### config.mk
export PLATFORM = sky130hd
export DESIGN_NAME = interrupt_load_meter
export DESIGN_NICKNAME = d
export VERILOG_FILES = /design/src/design/ilm_pkg.sv /design/src/design/ilm_ram.sv /design/src/design/ilm_dp.sv /design/src/design/ilm_ctrl.sv /design/src/design/interrupt_load_meter.sv
export SDC_FILE = /design/constraint.sdc
export NUM_CORES = 2
export LEC_CHECK = 0
export ABC_AREA = 1
export BUFFER_PORTS_ARGS = -buffer_cell sky130_fd_sc_hd__buf_4
export CAP_MARGIN = 25
export CORE_MARGIN = 2
export CORE_UTILIZATION = 57
export CTS_CLUSTER_DIAMETER = 200
export DETAILED_ROUTE_END_ITERATION = 8
export PLACE_DENSITY_LB_ADDON = 0.2
export SYNTH_ARGS = -nofsm -noshare
export SYNTH_HDL_FRONTEND = slang
export SYNTH_SLANG_ARGS = --single-unit
### constraint.sdc
create_clock -name clk_i -period 9.11 [get_ports clk_i]
set_input_delay 0 -clock clk_i [delete_from_list [all_inputs] [get_ports clk_i]]
set_output_delay 0 -clock clk_i [all_outputs]
set_load 0.1 [all_outputs]
### src/design/ilm_pkg.sv
// ----------------------------------------------------------------------------
// ilm_pkg
// shared constants, opcodes and controller/datapath interface types for the
// interrupt load meter
// ----------------------------------------------------------------------------
package ilm_pkg;

  localparam int WINDOW_DEPTH = 16;
  localparam int WIN_AW       = (WINDOW_DEPTH > 1) ? $clog2(WINDOW_DEPTH) : 1;
  localparam int FILL_W       = $clog2(WINDOW_DEPTH + 1);

  localparam int TS_W      = 32;
  localparam int PM_W      = 10;
  localparam int CNT_W     = 32;
  localparam int AVG_W     = 18;
  localparam int Q_SHIFT   = 8;
  localparam int AVG_SHIFT = 4;

  localparam int PROD_W     = TS_W + PM_W;
  localparam int DIV_CNT_W  = $clog2(PROD_W);
  localparam int OUT_DATA_W = 4 * PM_W + 4 * CNT_W;

  localparam logic [PM_W-1:0]  FULL_SCALE = PM_W'(1000);
  localparam logic [TS_W-1:0]  LIMIT_80   = TS_W'(800);
  localparam logic [TS_W-1:0]  LIMIT_90   = TS_W'(900);
  localparam logic [TS_W-1:0]  LIMIT_100  = TS_W'(1000);
  localparam logic [AVG_W:0]   Q_ROUND    = (AVG_W + 1)'(1 << (Q_SHIFT - 1));
  localparam logic [AVG_W-1:0] AVG_MAX    = AVG_W'(1000 << Q_SHIFT);

  typedef enum logic [1:0] {
    OP_BEGIN    = 2'd0,
    OP_END      = 2'd1,
    OP_PEAK_CLR = 2'd2,
    OP_MEAS_CLR = 2'd3
  } op_e;

  typedef struct packed {
    logic load;
    logic begin_ev;
    logic peak_clr;
    logic meas_clr;
    logic mul;
    logic div_step;
    logic update;
    logic scan_init;
    logic scan_step;
    logic scan_end;
    logic out_load;
  } ilm_cmd_t;

  typedef struct packed {
    op_e  op;
    logic enabled;
    logic period_nz;
    logic div_last;
    logic scan_done;
  } ilm_sts_t;

endpackage

### src/design/ilm_ram.sv
// ----------------------------------------------------------------------------
// ilm_ram
// generic single write port, single read port ram with registered read
// ----------------------------------------------------------------------------
module ilm_ram #(
  parameter int WIDTH = 8,
  parameter int DEPTH = 16,
  parameter int AW    = (DEPTH > 1) ? $clog2(DEPTH) : 1
) (
  input  logic             clk_i,
  input  logic             we_i,
  input  logic [AW-1:0]    waddr_i,
  input  logic [WIDTH-1:0] wdata_i,
  input  logic [AW-1:0]    raddr_i,
  output logic [WIDTH-1:0] rdata_o
);

  logic [WIDTH-1:0] mem_q [DEPTH];
  logic [WIDTH-1:0] rdata_q;

  always_ff @(posedge clk_i) begin
    if (we_i) begin
      mem_q[waddr_i] <= wdata_i;
    end
    rdata_q <= mem_q[raddr_i];
  end

  assign rdata_o = rdata_q;

endmodule

### src/design/ilm_dp.sv
// ----------------------------------------------------------------------------
// ilm_dp
// load meter datapath: period tracking, product and restoring divider,
// average, peaks, counters, window ring scan and result snapshot
// ----------------------------------------------------------------------------
module ilm_dp
  import ilm_pkg::*;
(
  input  logic                  clk_i,
  input  logic                  rst_ni,
  input  logic                  cfg_wr_en_i,
  input  logic                  cfg_wr_data_i,
  input  logic [1:0]            in_op_i,
  input  logic [TS_W-1:0]       in_ts_i,
  input  ilm_cmd_t              cmd_i,
  output ilm_sts_t              sts_o,
  output logic                  out_taken_o,
  output logic [OUT_DATA_W-1:0] out_data_o
);

  // input word
  op_e             op_q;
  logic [TS_W-1:0] ts_q;

  // control and statistics state
  logic                 en_q;
  logic                 armed_q;
  logic [TS_W-1:0]      busy_q;
  logic [TS_W-1:0]      prev_q;
  logic [TS_W-1:0]      period_q;
  logic [PM_W-1:0]      latest_q;
  logic [AVG_W-1:0]     avg_q;
  logic [PM_W-1:0]      peak_q;
  logic [PM_W-1:0]      recent_q;
  logic [WIN_AW-1:0]    pos_q;
  logic [FILL_W-1:0]    fill_q;
  logic [CNT_W-1:0]     c80_q;
  logic [CNT_W-1:0]     c90_q;
  logic [CNT_W-1:0]     c100_q;
  logic [CNT_W-1:0]     seen_q;
  logic                 taken_q;
  logic [DIV_CNT_W-1:0] dcnt_q;
  logic [FILL_W-1:0]    k_q;
  logic                 rdv_q;
  logic [PM_W-1:0]      best_q;

  // divider payload
  logic [PROD_W-1:0] quo_q;
  logic [TS_W-1:0]   rem_q;

  // result snapshot
  logic                  out_taken_q;
  logic [OUT_DATA_W-1:0] out_data_q;

  logic [TS_W-1:0]   elapsed;
  logic [PROD_W-1:0] product;
  logic [TS_W:0]     rem_sh;
  logic              rem_ge;
  logic [TS_W-1:0]   rem_d;
  logic [TS_W-1:0]   raw;
  logic [PM_W-1:0]   pm;
  logic [AVG_W-1:0]  target;
  logic [AVG_W:0]    diff;
  logic [AVG_W:0]    step;
  logic [AVG_W-1:0]  avg_d;
  logic [WIN_AW-1:0] pos_d;
  logic [PM_W-1:0]   ram_rdata;
  logic [PM_W-1:0]   best_d;
  logic [AVG_W:0]    avg_rnd;

  assign elapsed = ts_q - busy_q;
  assign product = PROD_W'(elapsed) * PROD_W'(FULL_SCALE);

  // one restoring step per cycle
  assign rem_sh = {rem_q, quo_q[PROD_W-1]};
  assign rem_ge = rem_sh >= {1'b0, period_q};
  assign rem_d  = rem_ge ? TS_W'(rem_sh - {1'b0, period_q}) : rem_sh[TS_W-1:0];

  assign raw    = quo_q[TS_W-1:0];
  assign pm     = (raw > LIMIT_100) ? FULL_SCALE : raw[PM_W-1:0];
  assign target = {pm, {Q_SHIFT{1'b0}}};
  assign diff   = $signed({1'b0, target}) - $signed({1'b0, avg_q});
  assign step   = $signed(diff) >>> AVG_SHIFT;
  assign avg_d  = (seen_q == '0) ? target : avg_q + step[AVG_W-1:0];
  assign pos_d  = (pos_q == WIN_AW'(WINDOW_DEPTH - 1)) ? '0 : pos_q + 1'b1;

  assign best_d = (rdv_q && (ram_rdata > best_q)) ? ram_rdata : best_q;

  assign avg_rnd = {1'b0, avg_q} + Q_ROUND;

  ilm_ram #(
    .WIDTH (PM_W),
    .DEPTH (WINDOW_DEPTH)
  ) u_ring (
    .clk_i   (clk_i),
    .we_i    (cmd_i.update),
    .waddr_i (pos_q),
    .wdata_i (pm),
    .raddr_i (k_q[WIN_AW-1:0]),
    .rdata_o (ram_rdata)
  );

  always_ff @(posedge clk_i or negedge rst_ni) begin
    if (!rst_ni) begin
      op_q     <= OP_BEGIN;
      en_q     <= 1'b1;
      armed_q  <= 1'b0;
      busy_q   <= '0;
      prev_q   <= '0;
      period_q <= '0;
      latest_q <= '0;
      avg_q    <= '0;
      peak_q   <= '0;
      recent_q <= '0;
      pos_q    <= '0;
      fill_q   <= '0;
      c80_q    <= '0;
      c90_q    <= '0;
      c100_q   <= '0;
      seen_q   <= '0;
      taken_q  <= 1'b0;
      dcnt_q   <= '0;
      k_q      <= '0;
      rdv_q    <= 1'b0;
      best_q   <= '0;
    end else begin
      if (cfg_wr_en_i) begin
        en_q <= cfg_wr_data_i;
      end
      if (cmd_i.load) begin
        op_q    <= op_e'(in_op_i);
        taken_q <= 1'b0;
      end
      if (cmd_i.begin_ev) begin
        armed_q  <= 1'b1;
        period_q <= armed_q ? ts_q - prev_q : '0;
        prev_q   <= ts_q;
        busy_q   <= ts_q;
      end
      if (cmd_i.peak_clr) begin
        peak_q <= '0;
      end
      if (cmd_i.meas_clr) begin
        latest_q <= '0;
        avg_q    <= '0;
        peak_q   <= '0;
        recent_q <= '0;
        pos_q    <= '0;
        fill_q   <= '0;
        c80_q    <= '0;
        c90_q    <= '0;
        c100_q   <= '0;
        seen_q   <= '0;
      end
      if (cmd_i.mul) begin
        taken_q <= 1'b1;
        dcnt_q  <= '0;
      end
      if (cmd_i.div_step) begin
        dcnt_q <= dcnt_q + 1'b1;
      end
      if (cmd_i.update) begin
        latest_q <= pm;
        avg_q    <= avg_d;
        if (pm > peak_q) begin
          peak_q <= pm;
        end
        pos_q <= pos_d;
        if (fill_q != FILL_W'(WINDOW_DEPTH)) begin
          fill_q <= fill_q + 1'b1;
        end
        if (raw > LIMIT_80) begin
          c80_q <= c80_q + 1'b1;
        end
        if (raw > LIMIT_90) begin
          c90_q <= c90_q + 1'b1;
        end
        if (raw > LIMIT_100) begin
          c100_q <= c100_q + 1'b1;
        end
        seen_q <= seen_q + 1'b1;
      end
      if (cmd_i.scan_init) begin
        k_q    <= '0;
        rdv_q  <= 1'b0;
        best_q <= '0;
      end
      if (cmd_i.scan_step) begin
        k_q    <= k_q + 1'b1;
        rdv_q  <= k_q < fill_q;
        best_q <= best_d;
      end
      if (cmd_i.scan_end) begin
        recent_q <= best_d;
        rdv_q    <= 1'b0;
      end
    end
  end

  always_ff @(posedge clk_i) begin
    if (cmd_i.load) begin
      ts_q <= in_ts_i;
    end
    if (cmd_i.mul) begin
      quo_q <= product;
      rem_q <= '0;
    end
    if (cmd_i.div_step) begin
      quo_q <= {quo_q[PROD_W-2:0], rem_ge};
      rem_q <= rem_d;
    end
    if (cmd_i.out_load) begin
      out_taken_q <= taken_q;
      out_data_q  <= {seen_q, c100_q, c90_q, c80_q, recent_q, peak_q,
                      avg_rnd[Q_SHIFT +: PM_W], latest_q};
    end
  end

  assign sts_o.op        = op_q;
  assign sts_o.enabled   = en_q;
  assign sts_o.period_nz = period_q != '0;
  assign sts_o.div_last  = dcnt_q == DIV_CNT_W'(PROD_W - 1);
  assign sts_o.scan_done = k_q == FILL_W'(WINDOW_DEPTH);

  assign out_taken_o = out_taken_q;
  assign out_data_o  = out_data_q;

  a_avg_range: assert property (@(posedge clk_i) disable iff (!rst_ni)
    avg_q <= AVG_MAX)
    else $error("average left its range");

  a_rem_bound: assert property (@(posedge clk_i) disable iff (!rst_ni)
    cmd_i.div_step |-> (rem_q < period_q))
    else $error("divider remainder not below divisor");

  a_fill_bound: assert property (@(posedge clk_i) disable iff (!rst_ni)
    cmd_i.update |=> (fill_q <= FILL_W'(WINDOW_DEPTH)) && (fill_q != '0))
    else $error("window fill out of range after a sample");

endmodule

### src/design/ilm_ctrl.sv
// ----------------------------------------------------------------------------
// ilm_ctrl
// load meter sequencer: accepts and decodes an event, runs product, divide,
// update and window scan on a sampling end, then loads the output register
// ----------------------------------------------------------------------------
module ilm_ctrl
  import ilm_pkg::*;
(
  input  logic     clk_i,
  input  logic     rst_ni,
  input  logic     in_valid_i,
  output logic     in_ready_o,
  output logic     out_valid_o,
  input  logic     out_ready_i,
  input  ilm_sts_t sts_i,
  output ilm_cmd_t cmd_o
);

  localparam logic [2:0] ST_IDLE   = 3'd0;
  localparam logic [2:0] ST_DECODE = 3'd1;
  localparam logic [2:0] ST_DIV    = 3'd2;
  localparam logic [2:0] ST_UPD    = 3'd3;
  localparam logic [2:0] ST_SCAN   = 3'd4;
  localparam logic [2:0] ST_OUT    = 3'd5;

  logic [2:0] state_q, state_d;
  logic       out_valid_q, out_valid_d;

  always_comb begin
    state_d     = state_q;
    out_valid_d = out_valid_q && !out_ready_i;
    cmd_o       = '0;
    case (state_q)
      ST_IDLE: begin
        if (in_valid_i) begin
          cmd_o.load = 1'b1;
          state_d    = ST_DECODE;
        end
      end
      ST_DECODE: begin
        state_d = ST_OUT;
        case (sts_i.op)
          OP_BEGIN: begin
            cmd_o.begin_ev = sts_i.enabled;
          end
          OP_END: begin
            if (sts_i.enabled && sts_i.period_nz) begin
              cmd_o.mul = 1'b1;
              state_d   = ST_DIV;
            end
          end
          OP_PEAK_CLR: begin
            cmd_o.peak_clr = 1'b1;
          end
          OP_MEAS_CLR: begin
            cmd_o.meas_clr = 1'b1;
          end
          default: begin
            state_d = ST_OUT;
          end
        endcase
      end
      ST_DIV: begin
        cmd_o.div_step = 1'b1;
        if (sts_i.div_last) begin
          state_d = ST_UPD;
        end
      end
      ST_UPD: begin
        cmd_o.update    = 1'b1;
        cmd_o.scan_init = 1'b1;
        state_d         = ST_SCAN;
      end
      ST_SCAN: begin
        if (sts_i.scan_done) begin
          cmd_o.scan_end = 1'b1;
          state_d        = ST_OUT;
        end else begin
          cmd_o.scan_step = 1'b1;
        end
      end
      ST_OUT: begin
        if (!out_valid_q || out_ready_i) begin
          cmd_o.out_load = 1'b1;
          out_valid_d    = 1'b1;
          state_d        = ST_IDLE;
        end
      end
      default: begin
        state_d = ST_IDLE;
      end
    endcase
  end

  always_ff @(posedge clk_i or negedge rst_ni) begin
    if (!rst_ni) begin
      state_q     <= ST_IDLE;
      out_valid_q <= 1'b0;
    end else begin
      state_q     <= state_d;
      out_valid_q <= out_valid_d;
    end
  end

  assign in_ready_o  = state_q == ST_IDLE;
  assign out_valid_o = out_valid_q;

  a_accept_decode: assert property (@(posedge clk_i) disable iff (!rst_ni)
    (in_valid_i && in_ready_o) |=> state_q == ST_DECODE)
    else $error("accepted word not decoded");

  a_div_hold: assert property (@(posedge clk_i) disable iff (!rst_ni)
    (state_q == ST_DIV && !sts_i.div_last) |=> state_q == ST_DIV)
    else $error("divider left early");

  a_out_hold: assert property (@(posedge clk_i) disable iff (!rst_ni)
    (out_valid_o && !out_ready_i) |=> out_valid_o)
    else $error("output word dropped while stalled");

endmodule

### src/design/interrupt_load_meter.sv
// ----------------------------------------------------------------------------
// interrupt_load_meter
// one event at a time; an end word that takes a sample runs the 42-step
//   restoring divider and the one-entry-per-cycle window ring scan
// reset: asynchronous active low; statistics clear, counting enabled
// ----------------------------------------------------------------------------
module interrupt_load_meter
  import ilm_pkg::*;
(
  input  logic                  clk_i,
  input  logic                  rst_ni,
  input  logic                  cfg_wr_en_i,
  input  logic                  cfg_wr_data_i,
  input  logic                  s_axis_tvalid,
  output logic                  s_axis_tready,
  input  logic [TS_W-1:0]       s_axis_tdata,  // timestamp
  input  logic [1:0]            s_axis_tuser,  // op
  output logic                  m_axis_tvalid,
  input  logic                  m_axis_tready,
  // latest load, mean load, peak load, window peak, count above 800,
  // count above 900, count above 1000, sample total
  output logic [OUT_DATA_W-1:0] m_axis_tdata,
  output logic                  m_axis_tuser   // sample_taken
);

  ilm_cmd_t cmd;
  ilm_sts_t sts;

  ilm_ctrl u_ctrl (
    .clk_i       (clk_i),
    .rst_ni      (rst_ni),
    .in_valid_i  (s_axis_tvalid),
    .in_ready_o  (s_axis_tready),
    .out_valid_o (m_axis_tvalid),
    .out_ready_i (m_axis_tready),
    .sts_i       (sts),
    .cmd_o       (cmd)
  );

  ilm_dp u_dp (
    .clk_i         (clk_i),
    .rst_ni        (rst_ni),
    .cfg_wr_en_i   (cfg_wr_en_i),
    .cfg_wr_data_i (cfg_wr_data_i),
    .in_op_i       (s_axis_tuser),
    .in_ts_i       (s_axis_tdata),
    .cmd_i         (cmd),
    .sts_o         (sts),
    .out_taken_o   (m_axis_tuser),
    .out_data_o    (m_axis_tdata)
  );

endmodule

== Yosys cells after proc, flatten, opt, wreduce, memory -nomap -nowiden ==
Memory sizes are Yosys's and may differ from the RTL's. A register that Yosys moved wholly into a read port is not among the register bits.
Cells that the tools add are included.
Word-level totals
  memories kept: 1
  memory bits (read-only): 0
  input bits: 40
  latch bits: 0
  word-level logic and storage cells: 154
  register bits: 555
  memory bits (writable): 160
Memory list
  u_dp.u_ring.mem_q: depth 16, bits a word 10, read ports 1, clocked after memory_dff 1, wr ports 1, RTL line ilm_ram.sv:18  | logic [WIDTH-1:0] mem_q [DEPTH];
Cells by class
  multiplexer cells: 72
  reductions and logical operators: 17
  shifts and indexed selects: 0
  $lt $le $gt $ge: 7
  multipliers: 1
  divide/modulo/power cells: 0
  bitwise operators: 0
  add/subtract/negate cells: 13
  eq/ne operators: 16
Operators with widths (count)
  2-to-1 mux 32 bit: 15
  adder 32 x 1 -> 32 bit (second input constant): 4
  2-to-1 mux 10 bit: 11
  > comparator 32 x 10 -> 1 bit (second input constant): 3
  2-to-1 mux 42 bit: 2
  subtractor 32 bit: 2
  2-to-1 mux 18 bit: 3
  multiplier 32 x 7 -> 39 bit (second input constant): 1
  greater-or-equal comparator 33 x 32 -> 1 bit: 1
  logical NOT 32 bit: 1
  nonzero test 32 bit: 1
  2-to-1 mux 5 bit: 5
  2-to-1 mux 1 bit: 21
  > comparator 10 bit: 2
  subtractor 18 x 18 -> 19 bit: 1
  adder 18 bit: 1
  adder 18 x 8 -> 18 bit (second input constant): 1
  2-to-1 mux 3 bit: 6
  case mux 3 bit (6 select lines): 1
  2-to-1 mux 4 bit: 4
  2-to-1 mux 6 bit: 2
  adder 5 x 1 -> 5 bit (second input constant): 2
  nonzero test 2 bit: 5
  adder 6 x 1 -> 6 bit (second input constant): 1
  21 further kinds: 30

== Depth between registers and ports, before layout ==
  word-level depth: 9
  depth in mapped cells: 34
  mapped depth without buffers: 34

== By module ==
A second synthesis with hierarchy kept.
Second synthesis, totals
  cells, all modules: 5628
  area total of the unflattened synthesis: 45427.3 µm²
By module, submodules not included
  ilm_dp: cells each 4887, instances 1, area an instance 37891.3 µm², seq. area each 15165.8 µm²
  ilm_ram: cells each 682, instances 1, area an instance 7179.4 µm², seq. area each 5004.8 µm²
  ilm_ctrl: cells each 59, instances 1, area an instance 356.6 µm², seq. area each 100.1 µm²

== Worst setup path before layout ==
No wires, ideal clock.
  path kind: register to register
  start: register u_ctrl.state_q[2]
  end: register u_dp.out_data_q[0], in the netlist u_dp.out_data_o[0] (enable)
  slack: -0.640 ns
  path buffers: 0
  cell stages (with the launch flop): 5
  clock period less this slack: 9.750 ns
  library setup time: 0.755 ns
  data arrival time: 8.996 ns
  cell sequence: dfrtp_1 inv_1 nor3_1 inv_1 a21oi_1
RTL lines
  start: declaration: RTL line ilm_ctrl.sv:26  | logic [2:0] state_q, state_d;
  start signal: assignment: RTL line ilm_ctrl.sv:100  | state_q <= state_d;
  end signal: assignment: RTL line ilm_dp.sv:214  | out_data_q <= {seen_q, c100_q, c90_q, c80_q, recent_q, peak_q,
  end: declaration: RTL line ilm_dp.sv:53  | logic [OUT_DATA_W-1:0] out_data_q;

== Worst setup path in the final report ==
  start: register u_dp.ts_q[0]
  end: register u_dp.quo_q[29] (data pin)
On the way
  longest elaborated chain between the ends: 4
Ends and longest elaborated chain
  start: declaration: RTL line ilm_dp.sv:23  | logic [TS_W-1:0] ts_q;
  start signal: assignment: RTL line ilm_dp.sv:202  | ts_q <= in_ts_i;
  subtractor 32 bit
  multiplier 32 x 7 -> 39 bit: RTL line ilm_dp.sv:72  | assign product = PROD_W'(elapsed) * PROD_W'(FULL_SCALE);
  2-to-1 mux 42 bit: RTL line ilm_dp.sv:204  | if (cmd_i.mul) begin
  2-to-1 mux 42 bit: RTL line ilm_dp.sv:208  | if (cmd_i.div_step) begin
  end signal: assignment: RTL line ilm_dp.sv:205  | quo_q <= product;
  end signal: assignment: RTL line ilm_dp.sv:209  | quo_q <= {quo_q[PROD_W-2:0], rem_ge};
  end: declaration: RTL line ilm_dp.sv:48  | logic [PROD_W-1:0] quo_q;
Every way passes these cells. The select of a mux whose other input is x is not followed.
A chain may end at the register's enable or synchronous reset.

==> summary.txt <==
STATUS
-------------------------------------------------------------------------------------------------
Run status                                                                           finished, final reports clean

STA
-------------------------------------------------------------------------------------------------
PnR worst setup slack                                                                     2530 ps
Worst-case clock skew                                                                     37.8 ps
Min Clock Period, post-route                                                              6580 ps
Max_slew headroom                                                                           0.290
Post-Route Setup TNS                                                                         0 ps
Setup-failing EPs final                                                                         0
Upper clock frequency limit                                                               152 MHz
Hold Vio Cnt, Final                                                                             0
Transition time at the pin with the least slew margin                                     1060 ps
Setup repair after global routing missed its margin                                            no
Part of the cycle the worst path needs                                                      0.722
Max-slew violations                                                                             0

GRT
-------------------------------------------------------------------------------------------------
Global-route total usage across every layer                                                 0.296
Met3 track demand over resource in global routing                                          0.0443
Via count of the first global-routing pass                                                 34,300
First-pass GRT wire length                                                                 183 mm
Gr ovfl total                                                                                   0
Top Usage Layer GRT                                                                          met2
Met1 Resource Use GR                                                                        0.401
Antenna violations before repair                                                                1
GRT met2 Usage                                                                              0.492
Pin count of the biggest net entering global routing                                           94

SETUP PATH
-------------------------------------------------------------------------------------------------
Cell occurring most often along the worst timing path                                sky130_fd_sc_hd__nand2_1
Critical path destination                                                            u_dp.quo_q[29]
Cell count of the worst reg-to-reg path                                                        27
Crit path launch                                                                     u_dp.ts_q[0]
Critical-path cell with the highest stage delay                                      sky130_fd_sc_hd__xor2_1
Top cell family by delay on the critical path                                         adder cells
Count of buffer and inverter cells on the critical path                                         5
Reg2reg setup slack                                                                       2530 ps
Reg-to-reg startpoint                                                                u_dp.ts_q[0]
Capture instance of the worst register-to-register path                              u_dp.quo_q[29]
Highest fanout seen on the critical path                                                        7
Critical path data arrival time                                                           6960 ps
Worst path required time                                                                  9490 ps
Startpoint type of the worst setup path                                                 flip-flop
CP Depth                                                                                       27
Startpoint-to-endpoint class of the critical path                                    flip-flop to flip-flop
Worst stage delay on the critical path                                                     750 ps
Element type at the critical path end                                                   flip-flop

SYNTHESIS
-------------------------------------------------------------------------------------------------
Most frequent cell after synthesis                                                   sky130_fd_sc_hd__nand2_1
Xor/xnor share of the synthesized area                                                     0.0205
Most common library cells after synthesis                                            sky130_fd_sc_hd__nand2_1, sky130_fd_sc_hd__inv_1, sky130_fd_sc_hd__nor2_1, sky130_fd_sc_hd__edfxtp_1, sky130_fd_sc_hd__nand3_1
Simple-gate area share of the yosys netlist                                                 0.249
Total number of yosys warnings                                                                  0
Async SR Flop Fraction                                                                      0.386
Dominant cell type by area after synthesis                                           sky130_fd_sc_hd__edfxtp_1
Combinational family with the most area after synthesis                              simple AND/OR/NAND/NOR gates
Mean cell area of the mapped netlist                                                   8.38 sq um
Compound-Gate Fraction of Synth Area                                                       0.0783
Count of flip-flops with a built-in enable after synthesis                                    435
Sequential cell area fraction in the yosys report                                           0.467
Netlist area before placement                                                        0.0434 sq mm
Syn Inst Count                                                                              5,177
Fraction of synthesized area in multiplexers                                              0.00141
Number of distinct library cell variants in the gate-level netlist after synthesis             60
Synth Area in Adders                                                                        0.109
Dominant register cell in the synthesized netlist                                    sky130_fd_sc_hd__edfxtp_1
Fraction of post-synthesis cell area in the top cell type by area                           0.301
Syn Nets                                                                                    5,531
Synthesized flop and latch total                                                              725
Cell types with the largest area share after synthesis                               sky130_fd_sc_hd__edfxtp_1, sky130_fd_sc_hd__dfrtp_1, sky130_fd_sc_hd__nand2_1

DETAILED ROUTING
-------------------------------------------------------------------------------------------------
Iteration count of the initial detailed-routing pass                                            5
Remaining DRCs                                                                                  0
Drt via density                                                                              5.51
Routed WL per cell                                                                        17.8 um
Total routed wirelength                                                                    115 mm
Initial drt markers                                                                         3,188
Via count                                                                                  35,700
Residual antenna-violating net count after detailed routing                                     0

PLACE
-------------------------------------------------------------------------------------------------
Placement Cell Area                                                                  0.0460 sq mm
Port Buffers                                                                                  210
Final weighted congestion of routability-driven global placement                            0.964
Setup slack at placement                                                                  2580 ps
Placed wire-length estimate                                                               84.5 mm

LAYOUT
-------------------------------------------------------------------------------------------------
Layout cell share with drive strength beyond 1                                             0.0769
Total Nets Final                                                                            5,789
Final cell area excluding filler cells                                               0.0491 sq mm
Area overhead of the layout relative to synthesis                                           13.1%

FLOORPLANNING
-------------------------------------------------------------------------------------------------
Starting Density                                                                            0.573
Die Span X                                                                                 280 um
Site row count                                                                                101
Core box area                                                                        0.0757 sq mm
Count of boundary I/O pins                                                                    211
Die Y-Extent                                                                               280 um
Die area                                                                             0.0784 sq mm

CLOCK TREE
-------------------------------------------------------------------------------------------------
Number of setup buffers added after CTS                                                         0
Root Buffer                                                                          sky130_fd_sc_hd__clkbuf_16
CTS resizes                                                                                     0
CTS tree                                                                                      yes
Reg clk slew, reported paths                                                                60 ps
Worst-case clock buffer depth                                                                   3
Total CTS buffers                                                                              77
Total of hold buffers inserted after clock tree synthesis                                      41
Count of H-tree levels built during CTS                                                         3
TritonCTS Sinks                                                                               725
Skew-Pair Late Insertion Delay                                                             640 ps

JOB
-------------------------------------------------------------------------------------------------
Number of max-cap violations                                                                    0

HOLD PATH
-------------------------------------------------------------------------------------------------
Worst min path class                                                                 input port to flip-flop

## worst min path at each step
stage                                     to  slack [ps]  depth (start not counted)              from
final                          u_dp.ts_q[15]          90                          2  s_axis_tdata[15]
after global placement      u_dp.recent_q[5]          70                          1            rst_ni
after detailed placement    u_dp.recent_q[4]          70                          1            rst_ni
after CTS                      u_dp.ts_q[28]          50                          2  s_axis_tdata[28]
after floorplan           u_ctrl.out_valid_o        -300                          0            rst_ni
after global routing           u_dp.ts_q[27]          80                          2  s_axis_tdata[27]
## worst register-to-register path, stage by stage, from the launching register on
cell	delay [ps]
sky130_fd_sc_hd__edfxtp_1	360
sky130_fd_sc_hd__inv_1	80
sky130_fd_sc_hd__ha_1	140
sky130_fd_sc_hd__inv_1	110
sky130_fd_sc_hd__fa_1	460
sky130_fd_sc_hd__nand3_1	100
sky130_fd_sc_hd__nand3_1	220
sky130_fd_sc_hd__nand2_1	120
sky130_fd_sc_hd__nand2_1	120
sky130_fd_sc_hd__xor2_1	750
sky130_fd_sc_hd__fa_1	550
sky130_fd_sc_hd__inv_1	90
sky130_fd_sc_hd__fa_1	450
sky130_fd_sc_hd__fa_1	520
sky130_fd_sc_hd__fa_1	520
sky130_fd_sc_hd__inv_1	40
sky130_fd_sc_hd__ha_1	370
sky130_fd_sc_hd__nand2_1	130
sky130_fd_sc_hd__nor2_1	220
sky130_fd_sc_hd__inv_1	90
sky130_fd_sc_hd__nor3_1	140
sky130_fd_sc_hd__nand2_1	80
sky130_fd_sc_hd__nand2_1	210
sky130_fd_sc_hd__nand3_1	180
sky130_fd_sc_hd__nand2_1	90
sky130_fd_sc_hd__nand2_1	50
sky130_fd_sc_hd__nand3_1	80
sky130_fd_sc_hd__nand2_1	50
## metal layers
metal,part of all wire,vias to the layer above
li1,-,17500
met3,0.065,207
met5,0,-
met1,0.43,16800
met2,0.47,1161
met4,0.034,0
## layout make-up
type	instances	area, sq um
repair buffers	286	2300
clock buffers	97	2060
multi-input cells	3607	19900
inverters	738	2770
clock inverters	45	533
flip-flops and latches	725	20300
fillers	6463	26600
well taps	978	1220
diodes	1	2.50
## logic make-up after synthesis
kind of cell	after synthesis
AOI/OAI and AO/OA	607
xor gates and xnor gates	99
muxes	6
adders and majority gates	314
DFF	725
buffers and inverters	845
and+or+nand+nor	2581
## flip-flops by register name, indices dropped and copies added (netlist names), 18 cells and up
register           count
u_dp.avg_q            18
u_dp.c90_q            32
u_dp.c80_q            32
u_dp.busy_q           32
u_dp.seen_q           32
u_dp.u_ring.mem_q    160
u_dp.period_q         32
u_dp.ts_q             32
u_dp.out_data_o      168
u_dp.c100_q           32
u_dp.rem_q            32
u_dp.quo_q            42
## metrics by stage
stage / hold slack (ps) / instances / util
global route: 77.8 / 6476 / 0.648
detailed placement: 71.8 / 6286 / 0.608
finish: 90.8 / 6477 / 0.648
CTS: 52.9 / 6469 / 0.647
floorplan: -296 / 5177 / -
global placement: 71.5 / 6284 / 0.607
## layout by cell type, fill, tap and decap left out, types with 16 or more instances in the layout
cell type	synthesis	routed
sky130_fd_sc_hd__ha_1	207	207
sky130_fd_sc_hd__nand2_1	1482	1481
sky130_fd_sc_hd__nand3b_1	35	35
sky130_fd_sc_hd__nand3_1	334	334
sky130_fd_sc_hd__xnor2_1	34	34
sky130_fd_sc_hd__nor4_1	18	18
sky130_fd_sc_hd__o21ai_0	259	259
sky130_fd_sc_hd__xor2_1	62	62
sky130_fd_sc_hd__inv_1	728	728
sky130_fd_sc_hd__o21bai_1	16	16
sky130_fd_sc_hd__buf_4	4	240
sky130_fd_sc_hd__dlygate4sd3_1	0	41
sky130_fd_sc_hd__clkbuf_16	0	78
sky130_fd_sc_hd__nor2_1	493	491
sky130_fd_sc_hd__a21boi_0	24	24
sky130_fd_sc_hd__dfrtp_1	279	278
sky130_fd_sc_hd__fa_1	107	107
sky130_fd_sc_hd__o22ai_1	55	55
sky130_fd_sc_hd__nor3_1	79	79
sky130_fd_sc_hd__edfxtp_1	435	435
sky130_fd_sc_hd__nand4_1	82	82
sky130_fd_sc_hd__a21oi_1	180	179
Power is left out: the tool's default activity adds up to more than one toggle a clock period on the data nets, which glitch-free logic cannot reach.
